File: config.mk
export PLATFORM = sky130hd
export DESIGN_NAME = lba_to_chs_dma_splitter_top
export DESIGN_NICKNAME = d
export VERILOG_FILES = /design/src/hdl/lcds_pkg.sv /design/src/hdl/lcds_div.sv /design/src/hdl/lcds_dp.sv /design/src/hdl/lcds_ctrl.sv /design/src/hdl/lba_to_chs_dma_splitter_top.sv
export SDC_FILE = /design/constraint.sdc
export NUM_CORES = 1
export LEC_CHECK = 0
export ABC_AREA = 1
export BUFFER_PORTS_ARGS = -buffer_cell sky130_fd_sc_hd__buf_4
export CORE_ASPECT_RATIO = 1.4
export CORE_MARGIN = 8
export CORE_UTILIZATION = 40
export DETAILED_ROUTE_END_ITERATION = 7
export GPL_ROUTABILITY_DRIVEN = 0
export PLACE_DENSITY_LB_ADDON = 0.15
export SLEW_MARGIN = 0
export SYNTH_ARGS = -nofsm -noshare
export SYNTH_HDL_FRONTEND = slang
export SYNTH_SLANG_ARGS = --single-unit
export TNS_END_PERCENT = 20
File: constraint.sdc
create_clock -name clk_i -period 10.6 [get_ports clk_i]
set_input_delay 1.06 -clock clk_i [delete_from_list [all_inputs] [get_ports clk_i]]
set_output_delay 1.06 -clock clk_i [all_outputs]
set_load 0.1 [all_outputs]
File: src/hdl/lcds_pkg.sv
// Shared types and constants for the LBA to CHS DMA splitter.
// No dependencies; every other file of the block refers to it by scoped names.
package lcds_pkg;

  localparam int BLK_W       = 26;
  localparam int ADDR_W      = 20;
  localparam int CNT_W       = 6;
  localparam int HEADS_W     = 8;
  localparam int SPT_W       = 6;
  localparam int CYL_W       = 12;
  localparam int IN_TDATA_W  = 56;
  localparam int OUT_TDATA_W = 72;
  localparam int CFG_IDX_W   = 2;
  localparam int CFG_DATA_W  = 20;

  // Register indexes on the configuration port
  localparam logic [CFG_IDX_W-1:0] CFG_RAW_HEADS = 2'd0;
  localparam logic [CFG_IDX_W-1:0] CFG_SPT       = 2'd1;
  localparam logic [CFG_IDX_W-1:0] CFG_BOUNCE    = 2'd2;

  localparam logic [HEADS_W-1:0] RST_RAW_HEADS = 8'd16;
  localparam logic [SPT_W-1:0]   RST_SPT       = 6'd63;
  localparam logic [ADDR_W-1:0]  RST_BOUNCE    = 20'd0;

  // Type-3 translation: raw count at or above this with low six bits at 16
  localparam logic [HEADS_W-1:0] TYPE3_MIN   = 8'h40;
  localparam logic [5:0]         TYPE3_HEADS = 6'd16;

  typedef enum logic {
    DIV_SEC,
    DIV_CYL
  } div_sel_e;

  typedef struct packed {
    logic     load;
    logic     div_start;
    div_sel_e div_sel;
    logic     cap_sec;
    logic     cap_cyl;
    logic     emit;
  } lcds_cmd_t;

  typedef struct packed {
    logic in_empty;
    logic div_done;
    logic last_chunk;
    logic out_free;
  } lcds_sts_t;

endpackage

File: src/hdl/lcds_div.sv
// Iterative restoring divider, one quotient bit per cycle.
// Uses lcds_pkg for the dividend and divisor widths.
module lcds_div (
  input  logic                          clk_i,
  input  logic                          rst_ni,
  input  logic                          start_i,
  input  logic [lcds_pkg::BLK_W-1:0]    dividend_i,
  input  logic [lcds_pkg::HEADS_W-1:0]  divisor_i,
  output logic [lcds_pkg::BLK_W-1:0]    quotient_o,
  output logic [lcds_pkg::HEADS_W-1:0]  remainder_o,
  output logic                          done_o
);

  localparam int STEP_W = $clog2(lcds_pkg::BLK_W);

  logic                          busy_q, busy_d;
  logic                          done_q, done_d;
  logic [STEP_W-1:0]             step_q, step_d;
  logic [lcds_pkg::HEADS_W-1:0]  rem_q, rem_d;
  logic [lcds_pkg::HEADS_W-1:0]  dvs_q, dvs_d;
  logic [lcds_pkg::BLK_W-1:0]    quo_q, quo_d;
  logic [lcds_pkg::HEADS_W:0]    trial;
  logic                          fits;

  assign trial = {rem_q, quo_q[lcds_pkg::BLK_W-1]};
  assign fits  = trial >= {1'b0, dvs_q};

  always_comb begin
    busy_d = busy_q;
    done_d = 1'b0;
    step_d = step_q;
    rem_d  = rem_q;
    dvs_d  = dvs_q;
    quo_d  = quo_q;
    if (start_i) begin
      busy_d = 1'b1;
      step_d = STEP_W'(lcds_pkg::BLK_W - 1);
      rem_d  = '0;
      dvs_d  = divisor_i;
      quo_d  = dividend_i;
    end else if (busy_q) begin
      // trial stays below twice the divisor, so the difference fits
      rem_d  = fits ? lcds_pkg::HEADS_W'(trial - {1'b0, dvs_q}) : trial[lcds_pkg::HEADS_W-1:0];
      quo_d  = {quo_q[lcds_pkg::BLK_W-2:0], fits};
      step_d = step_q - 1'b1;
      if (step_q == '0) begin
        busy_d = 1'b0;
        done_d = 1'b1;
      end
    end
  end

  always_ff @(posedge clk_i or negedge rst_ni) begin
    if (!rst_ni) begin
      busy_q <= 1'b0;
      done_q <= 1'b0;
      step_q <= '0;
    end else begin
      busy_q <= busy_d;
      done_q <= done_d;
      step_q <= step_d;
    end
  end

  always_ff @(posedge clk_i) begin
    rem_q <= rem_d;
    dvs_q <= dvs_d;
    quo_q <= quo_d;
  end

  assign quotient_o  = quo_q;
  assign remainder_o = rem_q;
  assign done_o      = done_q;

`ifndef SYNTHESIS
  a_no_restart: assert property (@(posedge clk_i) disable iff (!rst_ni)
    start_i |-> !busy_q)
    else $error("divider started while busy");
`endif

endmodule

File: src/hdl/lcds_dp.sv
// Datapath: configuration, request registers, CHS split, chunk sizing, output register.
// Uses lcds_pkg and lcds_div.
module lcds_dp #(
  parameter int BLOCK_BYTES      = 512,
  parameter int DMA_WINDOW_BYTES = 65536
) (
  input  logic                                clk_i,
  input  logic                                rst_ni,
  input  logic                                cfg_we_i,
  input  logic [lcds_pkg::CFG_IDX_W-1:0]      cfg_index_i,
  input  logic [lcds_pkg::CFG_DATA_W-1:0]     cfg_data_i,
  input  logic [lcds_pkg::IN_TDATA_W-1:0]     s_tdata_i,
  output logic                                m_tvalid_o,
  input  logic                                m_tready_i,
  output logic [lcds_pkg::OUT_TDATA_W-1:0]    m_tdata_o,
  output logic                                m_tlast_o,
  output logic                                m_tuser_o,
  input  lcds_pkg::lcds_cmd_t                 cmd_i,
  output lcds_pkg::lcds_sts_t                 sts_o
);

  localparam int BLK_SHIFT = $clog2(BLOCK_BYTES);
  localparam int WIN_BITS  = $clog2(DMA_WINDOW_BYTES);
  localparam int ROOM_W    = WIN_BITS + 1;

  // configuration
  logic [lcds_pkg::HEADS_W-1:0] raw_heads_q;
  logic [lcds_pkg::SPT_W-1:0]   spt_q;
  logic [lcds_pkg::ADDR_W-1:0]  bounce_q;

  // request and chunk state
  logic [lcds_pkg::BLK_W-1:0]   blk_q;
  logic [lcds_pkg::ADDR_W-1:0]  addr_q;
  logic [lcds_pkg::CNT_W-1:0]   left_q;
  logic [lcds_pkg::BLK_W-1:0]   track_q;
  logic [lcds_pkg::SPT_W-1:0]   sec_q;
  logic [lcds_pkg::HEADS_W-1:0] head_q;
  logic [lcds_pkg::CYL_W-1:0]   cyl_q;

  logic                           out_valid_q;
  logic [lcds_pkg::OUT_TDATA_W-1:0] out_data_q;
  logic                           out_last_q;
  logic                           out_user_q;

  logic [lcds_pkg::HEADS_W-1:0] heads_t3;
  logic [lcds_pkg::HEADS_W-1:0] heads_eff;
  logic [lcds_pkg::SPT_W-1:0]   spt_eff;
  logic                         type3;

  logic [lcds_pkg::BLK_W-1:0]   div_dividend;
  logic [lcds_pkg::HEADS_W-1:0] div_divisor;
  logic [lcds_pkg::BLK_W-1:0]   div_quo;
  logic [lcds_pkg::HEADS_W-1:0] div_rem;
  logic                         div_done;

  logic [WIN_BITS-1:0]          win_low;
  logic [ROOM_W-1:0]            room;
  logic [ROOM_W-1:0]            room_blk;
  logic [lcds_pkg::SPT_W-1:0]   sec_room;
  logic [ROOM_W-1:0]            cnt_a, cnt_b;
  logic                         bounce;
  logic [lcds_pkg::CNT_W-1:0]   count;
  logic [lcds_pkg::ADDR_W-1:0]  xfer;
  logic [7:0]                   head_byte;
  logic [7:0]                   sector_byte;

  // effective geometry
  assign type3     = (raw_heads_q >= lcds_pkg::TYPE3_MIN) && (raw_heads_q[5:0] == lcds_pkg::TYPE3_HEADS);
  assign heads_t3  = type3 ? {2'b00, raw_heads_q[5:0]} : raw_heads_q;
  assign heads_eff = (heads_t3 == '0) ? lcds_pkg::HEADS_W'(1) : heads_t3;
  assign spt_eff   = (spt_q == '0) ? lcds_pkg::SPT_W'(1) : spt_q;

  // block / spt gives the track and sector, track / heads gives cylinder and head
  assign div_dividend = (cmd_i.div_sel == lcds_pkg::DIV_SEC) ? blk_q : track_q;
  assign div_divisor  = (cmd_i.div_sel == lcds_pkg::DIV_SEC) ? {2'b00, spt_eff} : heads_eff;

  lcds_div u_div (
    .clk_i       (clk_i),
    .rst_ni      (rst_ni),
    .start_i     (cmd_i.div_start),
    .dividend_i  (div_dividend),
    .divisor_i   (div_divisor),
    .quotient_o  (div_quo),
    .remainder_o (div_rem),
    .done_o      (div_done)
  );

  // chunk size: limited by request, DMA window and end of track
  assign win_low  = addr_q[WIN_BITS-1:0];
  assign room     = ROOM_W'(DMA_WINDOW_BYTES) - {1'b0, win_low};
  assign bounce   = room < ROOM_W'(BLOCK_BYTES);
  assign room_blk = room >> BLK_SHIFT;
  assign sec_room = spt_eff - sec_q;
  assign cnt_a    = (room_blk < ROOM_W'(left_q)) ? room_blk : ROOM_W'(left_q);
  assign cnt_b    = (ROOM_W'(sec_room) < cnt_a) ? ROOM_W'(sec_room) : cnt_a;
  assign count    = bounce ? lcds_pkg::CNT_W'(1) : cnt_b[lcds_pkg::CNT_W-1:0];
  assign xfer     = bounce ? bounce_q : addr_q;

  assign head_byte   = head_q + {cyl_q[11:10], 6'b0};
  assign sector_byte = {2'b00, sec_q} + 8'd1 + {cyl_q[9:8], 6'b0};

  always_ff @(posedge clk_i or negedge rst_ni) begin
    if (!rst_ni) begin
      raw_heads_q <= lcds_pkg::RST_RAW_HEADS;
      spt_q       <= lcds_pkg::RST_SPT;
      bounce_q    <= lcds_pkg::RST_BOUNCE;
    end else if (cfg_we_i) begin
      case (cfg_index_i)
        lcds_pkg::CFG_RAW_HEADS: raw_heads_q <= cfg_data_i[lcds_pkg::HEADS_W-1:0];
        lcds_pkg::CFG_SPT:       spt_q       <= cfg_data_i[lcds_pkg::SPT_W-1:0];
        lcds_pkg::CFG_BOUNCE:    bounce_q    <= cfg_data_i[lcds_pkg::ADDR_W-1:0];
        default: ;
      endcase
    end
  end

  always_ff @(posedge clk_i) begin
    if (cmd_i.load) begin
      blk_q  <= s_tdata_i[25:0];
      addr_q <= s_tdata_i[45:26];
      left_q <= s_tdata_i[51:46];
    end else if (cmd_i.emit) begin
      blk_q  <= blk_q + lcds_pkg::BLK_W'(count);
      addr_q <= addr_q + (lcds_pkg::ADDR_W'(count) << BLK_SHIFT);
      left_q <= left_q - count;
    end
    if (cmd_i.cap_sec) begin
      track_q <= div_quo;
      sec_q   <= div_rem[lcds_pkg::SPT_W-1:0];
    end
    if (cmd_i.cap_cyl) begin
      head_q <= div_rem;
      cyl_q  <= div_quo[lcds_pkg::CYL_W-1:0];
    end
    if (cmd_i.emit) begin
      out_data_q <= {2'b00, addr_q, count, xfer[3:0], xfer[19:4],
                     sector_byte, head_byte, cyl_q[7:0]};
      out_last_q <= (left_q == count);
      out_user_q <= bounce;
    end
  end

  always_ff @(posedge clk_i or negedge rst_ni) begin
    if (!rst_ni) begin
      out_valid_q <= 1'b0;
    end else if (cmd_i.emit) begin
      out_valid_q <= 1'b1;
    end else if (m_tready_i) begin
      out_valid_q <= 1'b0;
    end
  end

  assign m_tvalid_o = out_valid_q;
  assign m_tdata_o  = out_data_q;
  assign m_tlast_o  = out_last_q;
  assign m_tuser_o  = out_user_q;

  assign sts_o.in_empty   = (s_tdata_i[51:46] == '0);
  assign sts_o.div_done   = div_done;
  assign sts_o.last_chunk = (left_q == count);
  assign sts_o.out_free   = !out_valid_q || m_tready_i;

`ifndef SYNTHESIS
  a_count_nonzero: assert property (@(posedge clk_i) disable iff (!rst_ni)
    cmd_i.emit |-> (count != '0))
    else $error("chunk of zero blocks emitted");
  a_sec_in_track: assert property (@(posedge clk_i) disable iff (!rst_ni)
    cmd_i.emit |-> (sec_q < spt_eff))
    else $error("sector outside track");
  a_no_window_cross: assert property (@(posedge clk_i) disable iff (!rst_ni)
    (cmd_i.emit && !bounce) |->
      (({1'b0, win_low} + (ROOM_W'(count) << BLK_SHIFT)) <= ROOM_W'(DMA_WINDOW_BYTES)))
    else $error("chunk crosses DMA window");
`endif

endmodule

File: src/hdl/lcds_ctrl.sv
// Controller: sequences load, the two divisions and the emit of each command.
// Uses lcds_pkg for the command and status structs.
module lcds_ctrl (
  input  logic                 clk_i,
  input  logic                 rst_ni,
  input  logic                 s_tvalid_i,
  output logic                 s_tready_o,
  input  lcds_pkg::lcds_sts_t  sts_i,
  output lcds_pkg::lcds_cmd_t  cmd_o
);

  typedef enum logic [2:0] {
    S_IDLE,
    S_SEC_GO,
    S_SEC_WAIT,
    S_CYL_GO,
    S_CYL_WAIT,
    S_EMIT
  } state_e;

  state_e state_q, state_d;

  always_comb begin
    state_d    = state_q;
    cmd_o      = '0;
    s_tready_o = 1'b0;
    case (state_q)
      S_IDLE: begin
        s_tready_o = 1'b1;
        if (s_tvalid_i) begin
          cmd_o.load = 1'b1;
          // drop empty requests
          if (!sts_i.in_empty) state_d = S_SEC_GO;
        end
      end
      S_SEC_GO: begin
        cmd_o.div_start = 1'b1;
        cmd_o.div_sel   = lcds_pkg::DIV_SEC;
        state_d         = S_SEC_WAIT;
      end
      S_SEC_WAIT: begin
        cmd_o.div_sel = lcds_pkg::DIV_SEC;
        if (sts_i.div_done) begin
          cmd_o.cap_sec = 1'b1;
          state_d       = S_CYL_GO;
        end
      end
      S_CYL_GO: begin
        cmd_o.div_start = 1'b1;
        cmd_o.div_sel   = lcds_pkg::DIV_CYL;
        state_d         = S_CYL_WAIT;
      end
      S_CYL_WAIT: begin
        cmd_o.div_sel = lcds_pkg::DIV_CYL;
        if (sts_i.div_done) begin
          cmd_o.cap_cyl = 1'b1;
          state_d       = S_EMIT;
        end
      end
      S_EMIT: begin
        if (sts_i.out_free) begin
          cmd_o.emit = 1'b1;
          state_d    = sts_i.last_chunk ? S_IDLE : S_SEC_GO;
        end
      end
      default: state_d = S_IDLE;
    endcase
  end

  always_ff @(posedge clk_i or negedge rst_ni) begin
    if (!rst_ni) begin
      state_q <= S_IDLE;
    end else begin
      state_q <= state_d;
    end
  end

`ifndef SYNTHESIS
  a_emit_idle_only_last: assert property (@(posedge clk_i) disable iff (!rst_ni)
    (cmd_o.emit && !sts_i.last_chunk) |=> (state_q == S_SEC_GO))
    else $error("request ended before its last chunk");
  a_load_in_idle: assert property (@(posedge clk_i) disable iff (!rst_ni)
    cmd_o.load |-> (state_q == S_IDLE))
    else $error("request loaded while busy");
`endif

endmodule

File: src/hdl/lba_to_chs_dma_splitter_top.sv
// Channel    Dir  Handshake                 Content
// s_axis     in   s_axis_tvalid/tready      read request
// m_axis     out  m_axis_tvalid/tready      CHS read command, tlast on the final one
// cfg        in   cfg_we (no back-pressure) raw head count, sectors per track, bounce address
//
// Each command takes two passes of one shared 26-step divider (block by sectors per
// track, then track by heads) plus start, capture and emit.
// Empty requests are dropped at load and produce no command.
// Requests are taken one at a time; a new one is accepted while the last command waits.
// Output stalls hold the controller in its emit state. Reset is asynchronous, active low.
module lba_to_chs_dma_splitter_top #(
  parameter int BLOCK_BYTES      = 512,
  parameter int DMA_WINDOW_BYTES = 65536
) (
  input  logic                                clk_i,
  input  logic                                rst_ni,
  input  logic                                cfg_we_i,
  input  logic [lcds_pkg::CFG_IDX_W-1:0]      cfg_index_i,
  input  logic [lcds_pkg::CFG_DATA_W-1:0]     cfg_data_i,
  input  logic                                s_axis_tvalid_i,
  output logic                                s_axis_tready_o,
  // start_block[25:0], dest_address[45:26], block_count[51:46], zero pad
  input  logic [lcds_pkg::IN_TDATA_W-1:0]     s_axis_tdata_i,
  output logic                                m_axis_tvalid_o,
  input  logic                                m_axis_tready_i,
  // cylinder_low[7:0], head_byte[15:8], sector_byte[23:16], buffer_segment[39:24],
  // buffer_offset[43:40], chunk_blocks[49:44], copy_target[69:50], zero pad
  output logic [lcds_pkg::OUT_TDATA_W-1:0]    m_axis_tdata_o,
  output logic                                m_axis_tlast_o,
  // bounced[0]
  output logic                                m_axis_tuser_o
);

  lcds_pkg::lcds_cmd_t cmd;
  lcds_pkg::lcds_sts_t sts;

  lcds_ctrl u_ctrl (
    .clk_i      (clk_i),
    .rst_ni     (rst_ni),
    .s_tvalid_i (s_axis_tvalid_i),
    .s_tready_o (s_axis_tready_o),
    .sts_i      (sts),
    .cmd_o      (cmd)
  );

  lcds_dp #(
    .BLOCK_BYTES      (BLOCK_BYTES),
    .DMA_WINDOW_BYTES (DMA_WINDOW_BYTES)
  ) u_dp (
    .clk_i       (clk_i),
    .rst_ni      (rst_ni),
    .cfg_we_i    (cfg_we_i),
    .cfg_index_i (cfg_index_i),
    .cfg_data_i  (cfg_data_i),
    .s_tdata_i   (s_axis_tdata_i),
    .m_tvalid_o  (m_axis_tvalid_o),
    .m_tready_i  (m_axis_tready_i),
    .m_tdata_o   (m_axis_tdata_o),
    .m_tlast_o   (m_axis_tlast_o),
    .m_tuser_o   (m_axis_tuser_o),
    .cmd_i       (cmd),
    .sts_o       (sts)
  );

endmodule

# == Word level (Yosys, flattened, before mapping) ==
# Cells that the tools add are included.
# totals
register_bits,263
output_inout_bits,76
# classes
n_addsub,10
order_cmp,5
n_eq_ne,14
mux,45
bitwise,1
n_reduce_logical,19
# op_table
op,n
$mux W26,5
$mux W20,3
$mux W6,7
$add A26 B6 Y26,1
$mux W8,3
$add A20 B15 Y20,1
$mux W1,19
$pmux W3 S6,1
$lt A17 B10 Y1 const B,1
$sub A17 B16 Y17 const A,1
$add A8 B8 Y8,2
$mux W3,5
$logic_not A6 Y1,2
$sub A6 B6 Y6,2
$mux W5,2
$ge A9 B8 Y1,1
$ge A8 B7 Y1 const B,1
$logic_not A8 Y1,1
$lt A6 B8 Y1,1
$lt A8 B6 Y1,1
$sub A8 B8 Y8,1
$add A6 B1 Y7 const B,1
$eq A3 B2 Y1 const B,2
$eq A3 B3 Y1 const B,2
other kinds (19),28

# == Depth between registers and ports, before layout ==
# Gate-level depths: netlist (run 1).
# logic_depth
ltp_word,10
ltp_mapped,54

# == Cells and area by module ==
# A second synthesis (run 1) with hierarchy kept.
# unflattened
cells_unflattened,1280
hier_area_um2,12739.7
# modules_own_cells
mod,instances,cells_per_inst,area_each_um2
lcds_dp,1,958,9998.3
lcds_div,1,283,2482.4
lcds_ctrl,1,39,259.0

# == Worst setup path before layout (run 1) ==
# OpenSTA, ideal clock, no wires.
# synth_timing
kind,flip-flop to flip-flop
from,register u_dp.addr_q[6] (netlist name)
to,register u_dp.blk_q[24] (netlist name) (data pin)
arrival_ps,5453
t_required_ps,10347
slack_ps,4894
stages_incl_launch_ff,47
path_buffers,1
synth_period_minus_slack_ps,5706
cell_sequence,edfxtp_1 -> nor2_1 -> inv_1 -> nor2_2 -> nand2_1 -> nor2_2 -> inv_2 -> nor2_4 -> inv_2 -> nor2_1 -> inv_1 -> nor2_2 -> nand2_1 -> nand2_1 -> nand2_1 -> inv_1 -> ha_1 -> a21o_1 -> (+11 left out) -> a21oi_1 -> o21ai_2 -> nand2_1 -> nand2_1 -> a21oi_2 -> nor2_2 -> nand2_2 -> nor2_4 -> nand3_4 -> nor2_4 -> nand3_4 -> nor4_4 -> nand3_2 -> nor2_2 -> nand3_2 -> xor2_1 -> nand2_1 -> nand2_1
# synth_between
elab_chain_cells,9
# synth_rtl
element,line_no,rtl
from (decl),lcds_dp.sv:33,logic [lcds_pkg::ADDR_W-1:0] addr_q;
from (signal assigned),lcds_dp.sv:120,addr_q <= s_tdata_i[45:26];
from (signal assigned),lcds_dp.sv:124,addr_q <= addr_q + (lcds_pkg::ADDR_W'(count) << BLK_SHIFT);
$sub A17 B16 Y17 (*),lcds_dp.sv:90,"assign room = ROOM_W'(DMA_WINDOW_BYTES) - {1'b0, win_low};"
$lt A8 B6 Y1,lcds_dp.sv:94,assign cnt_a = (room_blk < ROOM_W'(left_q)) ? room_blk : ROOM_W'(left_q);
$mux W8,lcds_dp.sv:94,
$lt A6 B8 Y1,lcds_dp.sv:95,assign cnt_b = (ROOM_W'(sec_room) < cnt_a) ? ROOM_W'(sec_room) : cnt_a;
$mux W6,lcds_dp.sv:95,
$mux W6 (*),lcds_dp.sv:96,assign count = bounce ? lcds_pkg::CNT_W'(1) : cnt_b[lcds_pkg::CNT_W-1:0];
net u_dp.count (one bit),lcds_dp.sv:62,logic [lcds_pkg::CNT_W-1:0] count;
$add A26 B6 Y26 (*),lcds_dp.sv:123,blk_q <= blk_q + lcds_pkg::BLK_W'(count);
$mux W26 (*),lcds_dp.sv:122,end else if (cmd_i.emit) begin
$mux W26 (*),lcds_dp.sv:118,if (cmd_i.load) begin
to (signal assigned),lcds_dp.sv:119,blk_q <= s_tdata_i[25:0];
to (signal assigned),lcds_dp.sv:123,
to (decl),lcds_dp.sv:32,logic [lcds_pkg::BLK_W-1:0] blk_q;
# The timed path passes the listed nets; every way through them passes the cells marked *. The select of a mux whose other input is x is not followed.
# A chain may end at the register's enable or synchronous reset.

# == Worst setup path in the final report (run 1) ==
# Same ends and word-level chain as after synthesis.

==> metrics.md, run 1 <==
| Metric | Value |
|---|---|
| Post-synthesis mux area share | 1.094% |
| Post-Synthesis Cell Area | 12350 sq um |
| Antenna Cells | 0 |
| Number of synthesized flops with an enable pin | 210 |
| Vias per inst | ~4.9 |
| Critical path's largest stage delay | approximately 470 ps |
| Initial Utilization | ~40% |
| Ratio of cells with drive above 1 in the final layout | between 10% and 20% |
| Die Footprint | 36830 sq um |
| Most frequent CP cell | nand2_1 |
| FF+latch count, synth | 263 |
| Fmax | 0.1489 GHz |
| Kind of critical path | flop to flop |
| Final setup vio count | 0 |
| Hold/Removal Path Class | flop to flop |
| Avg Cell Area, Syn | 10.55 sq um |
| Post-CTS Setup Inserts | 0 |
| Clock Latency Late Sink | 560 ps |
| CP max-delay cell | o211ai_1 |
| CTS max path bufs | 3 |
| Htree depth | 1 |
| Post-synthesis sequential area ratio | roughly three fifths |
| Worst path top cell family by delay | simple AND/OR/NAND/NOR gates |
| Asr flop ratio synth | 17.11% |
| Max capacitance violation total | 0 |
| Fin. Hold Viols | 0 |
| Clock slew at reported path FFs | ~60 ps |
| Minimum clock period | 6716 ps |
| Grt total ovfl | 0 |
| Crit path launch type | flop |
| Xor/xnor share of the synthesized area | around 2.9% |
| Largest family of logic cells by synthesized area | simple AND/OR/NAND/NOR gates |
| Top_reg_cell synth | edfxtp_1 |
| RSZ-0062 raised after global routing | no |
| # DRC | 0 |
| ANT nets after route | 0 |
| Final period utilization | a little under two thirds |
| Worst Skew | 27.22 ps |
| WP buf/inv | 7 |
| Starting DRT DRC Count | a little under 400 |
| CP max FO | 11 |
| Syn. warnings | 0 |
| DR vias | between 8000 and 9000 |
| Yosys cell types | 54 |
| CTS tree | yes |
| Relative slew slack | 26.38% |
| First-pass GRT wire length | roughly 47 mm |
| Largest net degree at the start of global routing | 73 |
| Initial antenna violation count | 0 |
| Clock root cell | clkbuf_16 |
| Compound-Gate Fraction of Synth Area | between 7 and 8% |
| TritonCTS Sinks | 263 |
| Number of detailed-route iterations in the first pass | 4 |
| Die Span Y | around 220 um |
| CTS Buf Count | 27 |
| Final HPWL DP | 21.20 mm |
| Row cnt | 76 |
| Core area | 30620 sq um |
| Post-CTS Resized | 0 |
| Cell count after synthesis | about 1200 |
| I/O Pins | 159 |
| Post-route setup TNS | 0 ps |
| Hold Buf Count CTS | 0 |
| Type of destination of the critical path | flop |
| Chip width | 164.5 um |
| Slew of the pin with the lowest slew margin | approximately 1100 ps |
| Crit path DAT | 7010 ps |
| Required time worst endpoint | ~11000 ps |
| Wire per inst | around 17 um |
| GR Util All Layers | 16.04% |
| PortBufs | 152 |
| Final WL | 29.40 mm |
| Slew Viols, Final | 0 |
| Post-Synth Simple-Gate Area | between 15 and 20% |
| Vias in the first global route | between 8000 and 9000 |
| Post-layout nets | 1461 |
| R2R Setup Slk | 3880 ps |
| Result of the run | complete, no violations |
| Area grow syn2layout | 20.58% |
| Adder-Cell Fraction of Synth Area | 5.370% |
==> synth_stat cells, types with 4 or more instances <==
master    count  area share [%]
a21oi_1      30             1.2
a31oi_1      18            0.91
buf_2         5            0.20
clkbuf_1     29            0.88
dfrtp_1      38             7.7
dfstp_2       7             1.5
dfxtp_1       8             1.3
edfxtp_1    210              51
fa_1          5            0.81
ha_1         45             4.6
inv_1       132             4.0
mux2_2       12             1.1
nand2_1     272             8.3
nand2_2       6            0.30
nand3_1      28             1.1
nand4_1       4            0.20
nor2_1      106             3.2
nor2_2        6            0.30
nor3_1       11            0.45
o211ai_1      5            0.30
o21ai_0     101             4.1
o31ai_1       4            0.24
xnor2_1      10            0.71
xor2_1       31             2.2
==> registers in the layout (all words and copies together) (netlist names), 3 cells and up <==
signal,cells
u_ctrl.state_q,3
u_dp.addr_q,20
u_dp.blk_q,26
u_dp.bounce_q,20
u_dp.cyl_q,12
u_dp.head_q,8
u_dp.left_q,6
u_dp.m_tdata_o,70
u_dp.raw_heads_q,8
u_dp.sec_q,6
u_dp.spt_q,6
u_dp.track_q,26
u_dp.u_div.dvs_q,8
u_dp.u_div.quotient_o,26
u_dp.u_div.remainder_o,8
u_dp.u_div.step_q,5
==> cell families after synthesis <==
group	Yosys count
AND/OR/NAND/NOR	454
flip-flops	263
other	1
adder cells (fa/ha/maj)	50
AO/OA/AOI/OAI	176
XOR/XNOR	41
multiplexers	12
buffers and inverters	173
==> layout make-up <==
class | count | area, sq um
flip-flops and latches | 263 | 7601
clock inverters | 21 | 266.5
well taps | 390 | 488.0
fillers | 2885 | 15730
repair buffers | 165 | 1239
multi-input cells | 735 | 4101
inverters | 136 | 510.5
clock buffers | 29 | 683.2
==> layout by cell type, fill, tap and decap left out, types with 4 or more instances in the layout <==
cell type,netlist,layout
clkbuf_16,0,27
clkinv_2,0,5
bufinv_16,0,5
edfxtp_1,210,210
fa_1,5,5
o21ai_0,101,100
dfxtp_1,8,8
buf_4,2,165
inv_1,132,132
nor3_1,11,11
nand4_1,4,4
nand2_1,272,272
nor2_2,6,7
dfrtp_1,38,38
dfstp_2,7,7
ha_1,45,45
nor2_4,3,4
xor2_1,31,31
o31ai_1,4,4
nor2_1,106,104
nand2_2,6,6
xnor2_1,10,10
mux2_2,12,12
clkinvlp_4,0,5
o211ai_1,5,5
a31oi_1,18,18
a21oi_1,30,30
nand3_1,28,28
==> stage by stage <==
step	utilization [%]	setup slack [ps]	hold slack [ps]	cells	area, sq um
after floorplan	-	4894	400.3	1171	12350
after global routing	48.63	3035	431.0	1739	14890
final	48.63	3884	419.8	1739	14890
after global placement	45.53	3890	402.6	1689	13940
after detailed placement	45.53	3849	404.5	1689	13940
after CTS	48.63	3798	420.2	1739	14890
==> worst register-to-register path, delay by kind of cell, from the launching register on <==
| family | cells | cell delay, ps |
|---|---|---|
| simple gates | 31 | 3180 |
| compound gates | 6 | 1230 |
| fa+ha+maj | 4 | 1030 |
| buf+inv | 7 | 430 |
| flops | 1 | 400 |
| xor+xnor | 1 | 140 |
==> worst paths after layout <==
check	endpoint	startpoint	depth (start not counted)
setup / recovery	u_dp.blk_q[24]$_DFFE_PP_	u_dp.addr_q[6]$_DFFE_PP_	49
max in group asynchronous	u_dp.raw_heads_q[1]$_DFFE_PN0P_	rst_ni	1
setup reg to reg	u_dp.blk_q[24]$_DFFE_PP_	u_dp.addr_q[6]$_DFFE_PP_	49
hold reg to reg	u_dp.m_tdata_o[1]$_DFFE_PP_	u_dp.cyl_q[1]$_DFFE_PP_	0
min in group asynchronous	u_dp.bounce_q[10]$_DFFE_PN0P_	rst_ni	1
hold / removal	u_dp.m_tdata_o[1]$_DFFE_PP_	u_dp.cyl_q[1]$_DFFE_PP_	0
==> per-layer routing <==
layer	vias to the layer above	GRT usage [%]	part of all wire, %
met5	-	0	0
met4	0	5.536	2.7
met3	44	2.352	5.1
met2	173	28.56	51
met1	4000	19.35	41
li1	4253	-	-
Power of run 1 is left out: the tool's default activity adds up to more than one toggle a clock period on the data nets, which glitch-free logic cannot reach.
==> run 2: changes to the inputs <==
--- a/config.mk
+++ b/config.mk
@@ -5,7 +5,7 @@
 export SDC_FILE = /design/constraint.sdc
 export NUM_CORES = 1
 export LEC_CHECK = 0
-export ABC_AREA = 1
+export ABC_AREA = 0
 export BUFFER_PORTS_ARGS = -buffer_cell sky130_fd_sc_hd__buf_4
 export CORE_ASPECT_RATIO = 1.4
 export CORE_MARGIN = 8
==> constraint.sdc (replaced) <==
create_clock -name clk_i -period 6.7 [get_ports clk_i]
set_input_delay 0.67 -clock clk_i [delete_from_list [all_inputs] [get_ports clk_i]]
set_output_delay 0.67 -clock clk_i [all_outputs]
set_load 0.1 [all_outputs]
==> run 2 against run 1 <==
Against the previous run: first-iteration DRC count down 15%; register-to-register slack worse by 3400 ps; via count down 6.4%; utilization up 1.5 points; sequential cell count unchanged; clock skew down 9.6 ps; final area up 1.1%; routed wire length down 1.6%; maximum frequency up 8.0%; hold slack worse by 280 ps; global-route usage down 0.19 points.
==> metrics.md, run 2 <==
| Metric | Value |
|---|---|
| Result of the run | complete, no violations |
| Clock Latency Late Sink | 540 ps (-20 ps) |
| Fin Hold WS | 137.7 ps (-282.2 ps) |
| Clock slew at reported path FFs | 60 ps (about the same) |
| PortBufs | 152 (unchanged) |
| Avg Cell Area, Syn | 12.40 sq um (+17%) |
| Vias in the first global route | 8466 (-4.1%) |
| Row cnt | 75 (-1.3%) |
| Initial Utilization | 40.63% (+0.30 points) |
| Cell count after synthesis | 984 (-16%) |
| P per Cell Area | between 200 and 300 nW/um^2 |
| Fin. Hold Viols | 0 (unchanged) |
| Top_reg_cell synth | edfxtp_1 |
| Final HPWL DP | 20.48 mm (-3.4%) |
| P_leak | between 5 and 6 nW |
| Xor/xnor share of the synthesized area | 4.421% (+1.5 points) |
| Number of synthesized flops with an enable pin | 210 (unchanged) |
| Starting DRT DRC Count | 333 (-15%) |
| Largest family of logic cells by synthesized area | simple AND/OR/NAND/NOR gates |
| TritonCTS Sinks | 263 (unchanged) |
| Max capacitance violation total | 0 (unchanged) |
| Fmax | 0.1608 GHz (+8.0%) |
| Kind of critical path | flop to flop |
| Core area | 30030 sq um (-1.9%) |
| Worst path top cell family by delay | compound AO/OA/AOI/OAI gates |
| Final WL | 28.94 mm (-1.6%) |
| Flop pwr share | 44.8% |
| Grt total ovfl | 0 (unchanged) |
| FF+latch count, synth | 263 (unchanged) |
| Slew of the pin with the lowest slew margin | 1134 ps (+46.50 ps) |
| Synth area leader | edfxtp_1 |
| Post-Route Utilization | 50.12% (+1.5 points) |
| Non-Filler Instances | 1584 (-8.9%) |
| Crit path launch type | flop |
| Chip width | 163.6 um (-0.54%) |
| Largest cells by area after synthesis | edfxtp_1 52%, dfrtp_1 7.8%, ha_1 4.6% |
| # DRC | 0 (unchanged) |
| Internal power | 0.003122 W |
| Area of the multi-input gates | 4384 sq um (+6.9%) |
| Post-synthesis sequential area ratio | 62.31% (+0.75 points) |
| Comb pwr share | between 10% and 20% |
| Worst VDD drop | 0.0002206 V |
| FF+latch area | 7601 sq um (unchanged) |
| Commonest cells after routing, fill and taps aside | 210 x edfxtp_1, 199 x buf_4, 143 x nand2_1, 75 x o21ai_0 |
| DR vias | 7924 (-6.4%) |
| Antenna Cells | 0 (unchanged) |
| Worst Skew | 17.62 ps (-9.605 ps) |
| Syn. warnings | 0 (unchanged) |
| Inst Count DP | 1533 (-9.2%) |
| GR Util All Layers | 15.85% (-0.19 points) |
| Final setup vio count | 0 (unchanged) |
| Htree depth | 1 (unchanged) |
| Adder-Cell Fraction of Synth Area | 5.436% (+0.066 points) |
| Commonest non-fill, non-tap cell in the layout | edfxtp_1 |
| Crit path DAT | 6470 ps (-540 ps) |
| Hold/Removal Path Class | primary input to async pin |
| Post-layout nets | 1311 (-10%) |
| Compound-Gate Fraction of Synth Area | 7.333% (-0.59 points) |
| Ratio of cells with drive above 1 in the final layout | 27.27% (+7.6 points) |
| Pwr Total | 0.004167 W |
| CP max-delay cell | edfxtp_1 |
| Worst reg2reg startpoint | u_dp.addr_q[0]$_DFFE_PP_ |
| Die Footprint | 36420 sq um (-1.1%) |
| Largest net degree at the start of global routing | 72 (-1.4%) |
| Asr flop ratio synth | 17.11% (unchanged) |
| I/O Pins | 159 (unchanged) |
| Filler cells | 2707 (-6.2%) |
| Switching part of the total | 25.07% |
| Post-Synth Simple-Gate Area | 11.18% (-4.5 points) |
| Slew Viols, Final | 0 (unchanged) |
| CTS Buf Count | 27 (unchanged) |
| CTS max path bufs | 3 (unchanged) |
| ANT nets after route | 0 (unchanged) |
| Required time worst endpoint | 6950 ps (-3950 ps) |
| Type of destination of the critical path | flop |
| Yosys cell types | 57 (+5.6%) |
| Die Span Y | 222.6 um (-0.56%) |
| Clock root cell | clkbuf_16 |
| Number of detailed-route iterations in the first pass | 5 (+1) |
| Initial antenna violation count | 0 (unchanged) |
| Wire per inst | 18.27 um (+8.1%) |
| Clock Power Share | 36.4% |
| CTS tree | yes |
| Relative slew slack | 24.31% (-2.1 points) |
| Final period utilization | 92.84% (+29 points) |
| Synth top area share | 51.69% (+0.62 points) |
| Post-route setup TNS | 0 ps (unchanged) |
| P_sw | 0.001045 W |
| First-pass GRT wire length | 45.66 mm (-2.1%) |
| WP buf/inv | 6 (-1) |
| Minimum clock period | 6221 ps (-495.1 ps) |
| Post-Synthesis Cell Area | 12200 sq um (-1.2%) |
| Post-synthesis mux area share | 6.656% (+5.6 points) |
| Count leader, synth | edfxtp_1 |
| CP max FO | 9 (-2) |
| Largest register FFs | 70 (unchanged) |
| Area grow syn2layout | 23.37% |
| CP Launch Point | u_dp.addr_q[0]$_DFFE_PP_ |
| Post-synth top cells | 210 x edfxtp_1, 144 x nand2_1, 76 x o21ai_0 |
| Vias per inst | 5.003 (+2.7%) |
| Critical path's largest stage delay | 420 ps (-50 ps) |
-- run 2: power groups by stage --
stage	clock [W]	sequential (W)	combinational, W
finish	0.00152	0.00187	0.000784
global route	0.00162	0.00187	0.000872
CTS	0.00157	0.00186	0.000768
detailed placement	0	0.00190	0.000759
global placement	0	0.00190	0.000748
floorplan	0	0.00189	0.000495
-- run 2: what timing repair did --
action,CTS,global route
setup endpoints to repair,0,24
resized for setup,0,21
setup buffers,0,1
hold buffers,0,0
-- run 2: worst paths after layout --
| check | slack (ps) | cells past startpoint | to |
|---|---|---|---|
| worst max-delay path | 480 | 37 | u_dp.addr_q[19]$_DFFE_PP_ |
| worst min-delay path | 140 | 1 | u_dp.bounce_q[15]$_DFFE_PN0P_ |
| worst max register to register | 480 | 37 | u_dp.addr_q[19]$_DFFE_PP_ |
| worst min register to register | 420 | 0 | u_dp.m_tdata_o[3]$_DFFE_PP_ |
| max in group asynchronous | 6120 | 1 | u_dp.bounce_q[3]$_DFFE_PN0P_ |
| min in group clk_i | 360 | 2 | u_dp.bounce_q[11]$_DFFE_PN0P_ |
-- run 2: cell type report --
cell class,count,share of cell area (%)
repair buffers,201,10.08
well taps,385,3.201
inverters,45,1.122
flip-flops and latches,263,50.50
clock inverters,17,1.197
multi-input cells,640,29.13
clock buffers,33,4.772
-- run 2: layer usage --
layer / GRT usage [%] / wire length, um
met5: 0 / 0
met4: 6.586 / 984
met3: 2.406 / 1296
met2: 28.17 / 14800
met1: 18.57 / 11860
-- run 2: stage by stage --
stage                     setup WS [ps]  instance area, sq um
after floorplan                   833.9                 12200
after global placement            296.7                 14050
after global routing             -84.80                 15050
after detailed placement          161.3                 14050
after CTS                         120.0                 14950
final                             479.5                 15050
-- run 2: logic make-up (layout without fill, tap and decap cells) --
logic type,count (synthesis),in the layout
buffers and inverters,82,296
and+or+nand+nor,294,294
xor gates and xnor gates,60,60
other,1,2
adders and majority gates,50,50
AOI/OAI and AO/OA,159,159
DFF,263,263
muxes,75,75
(Power assumes the default switching activity.)
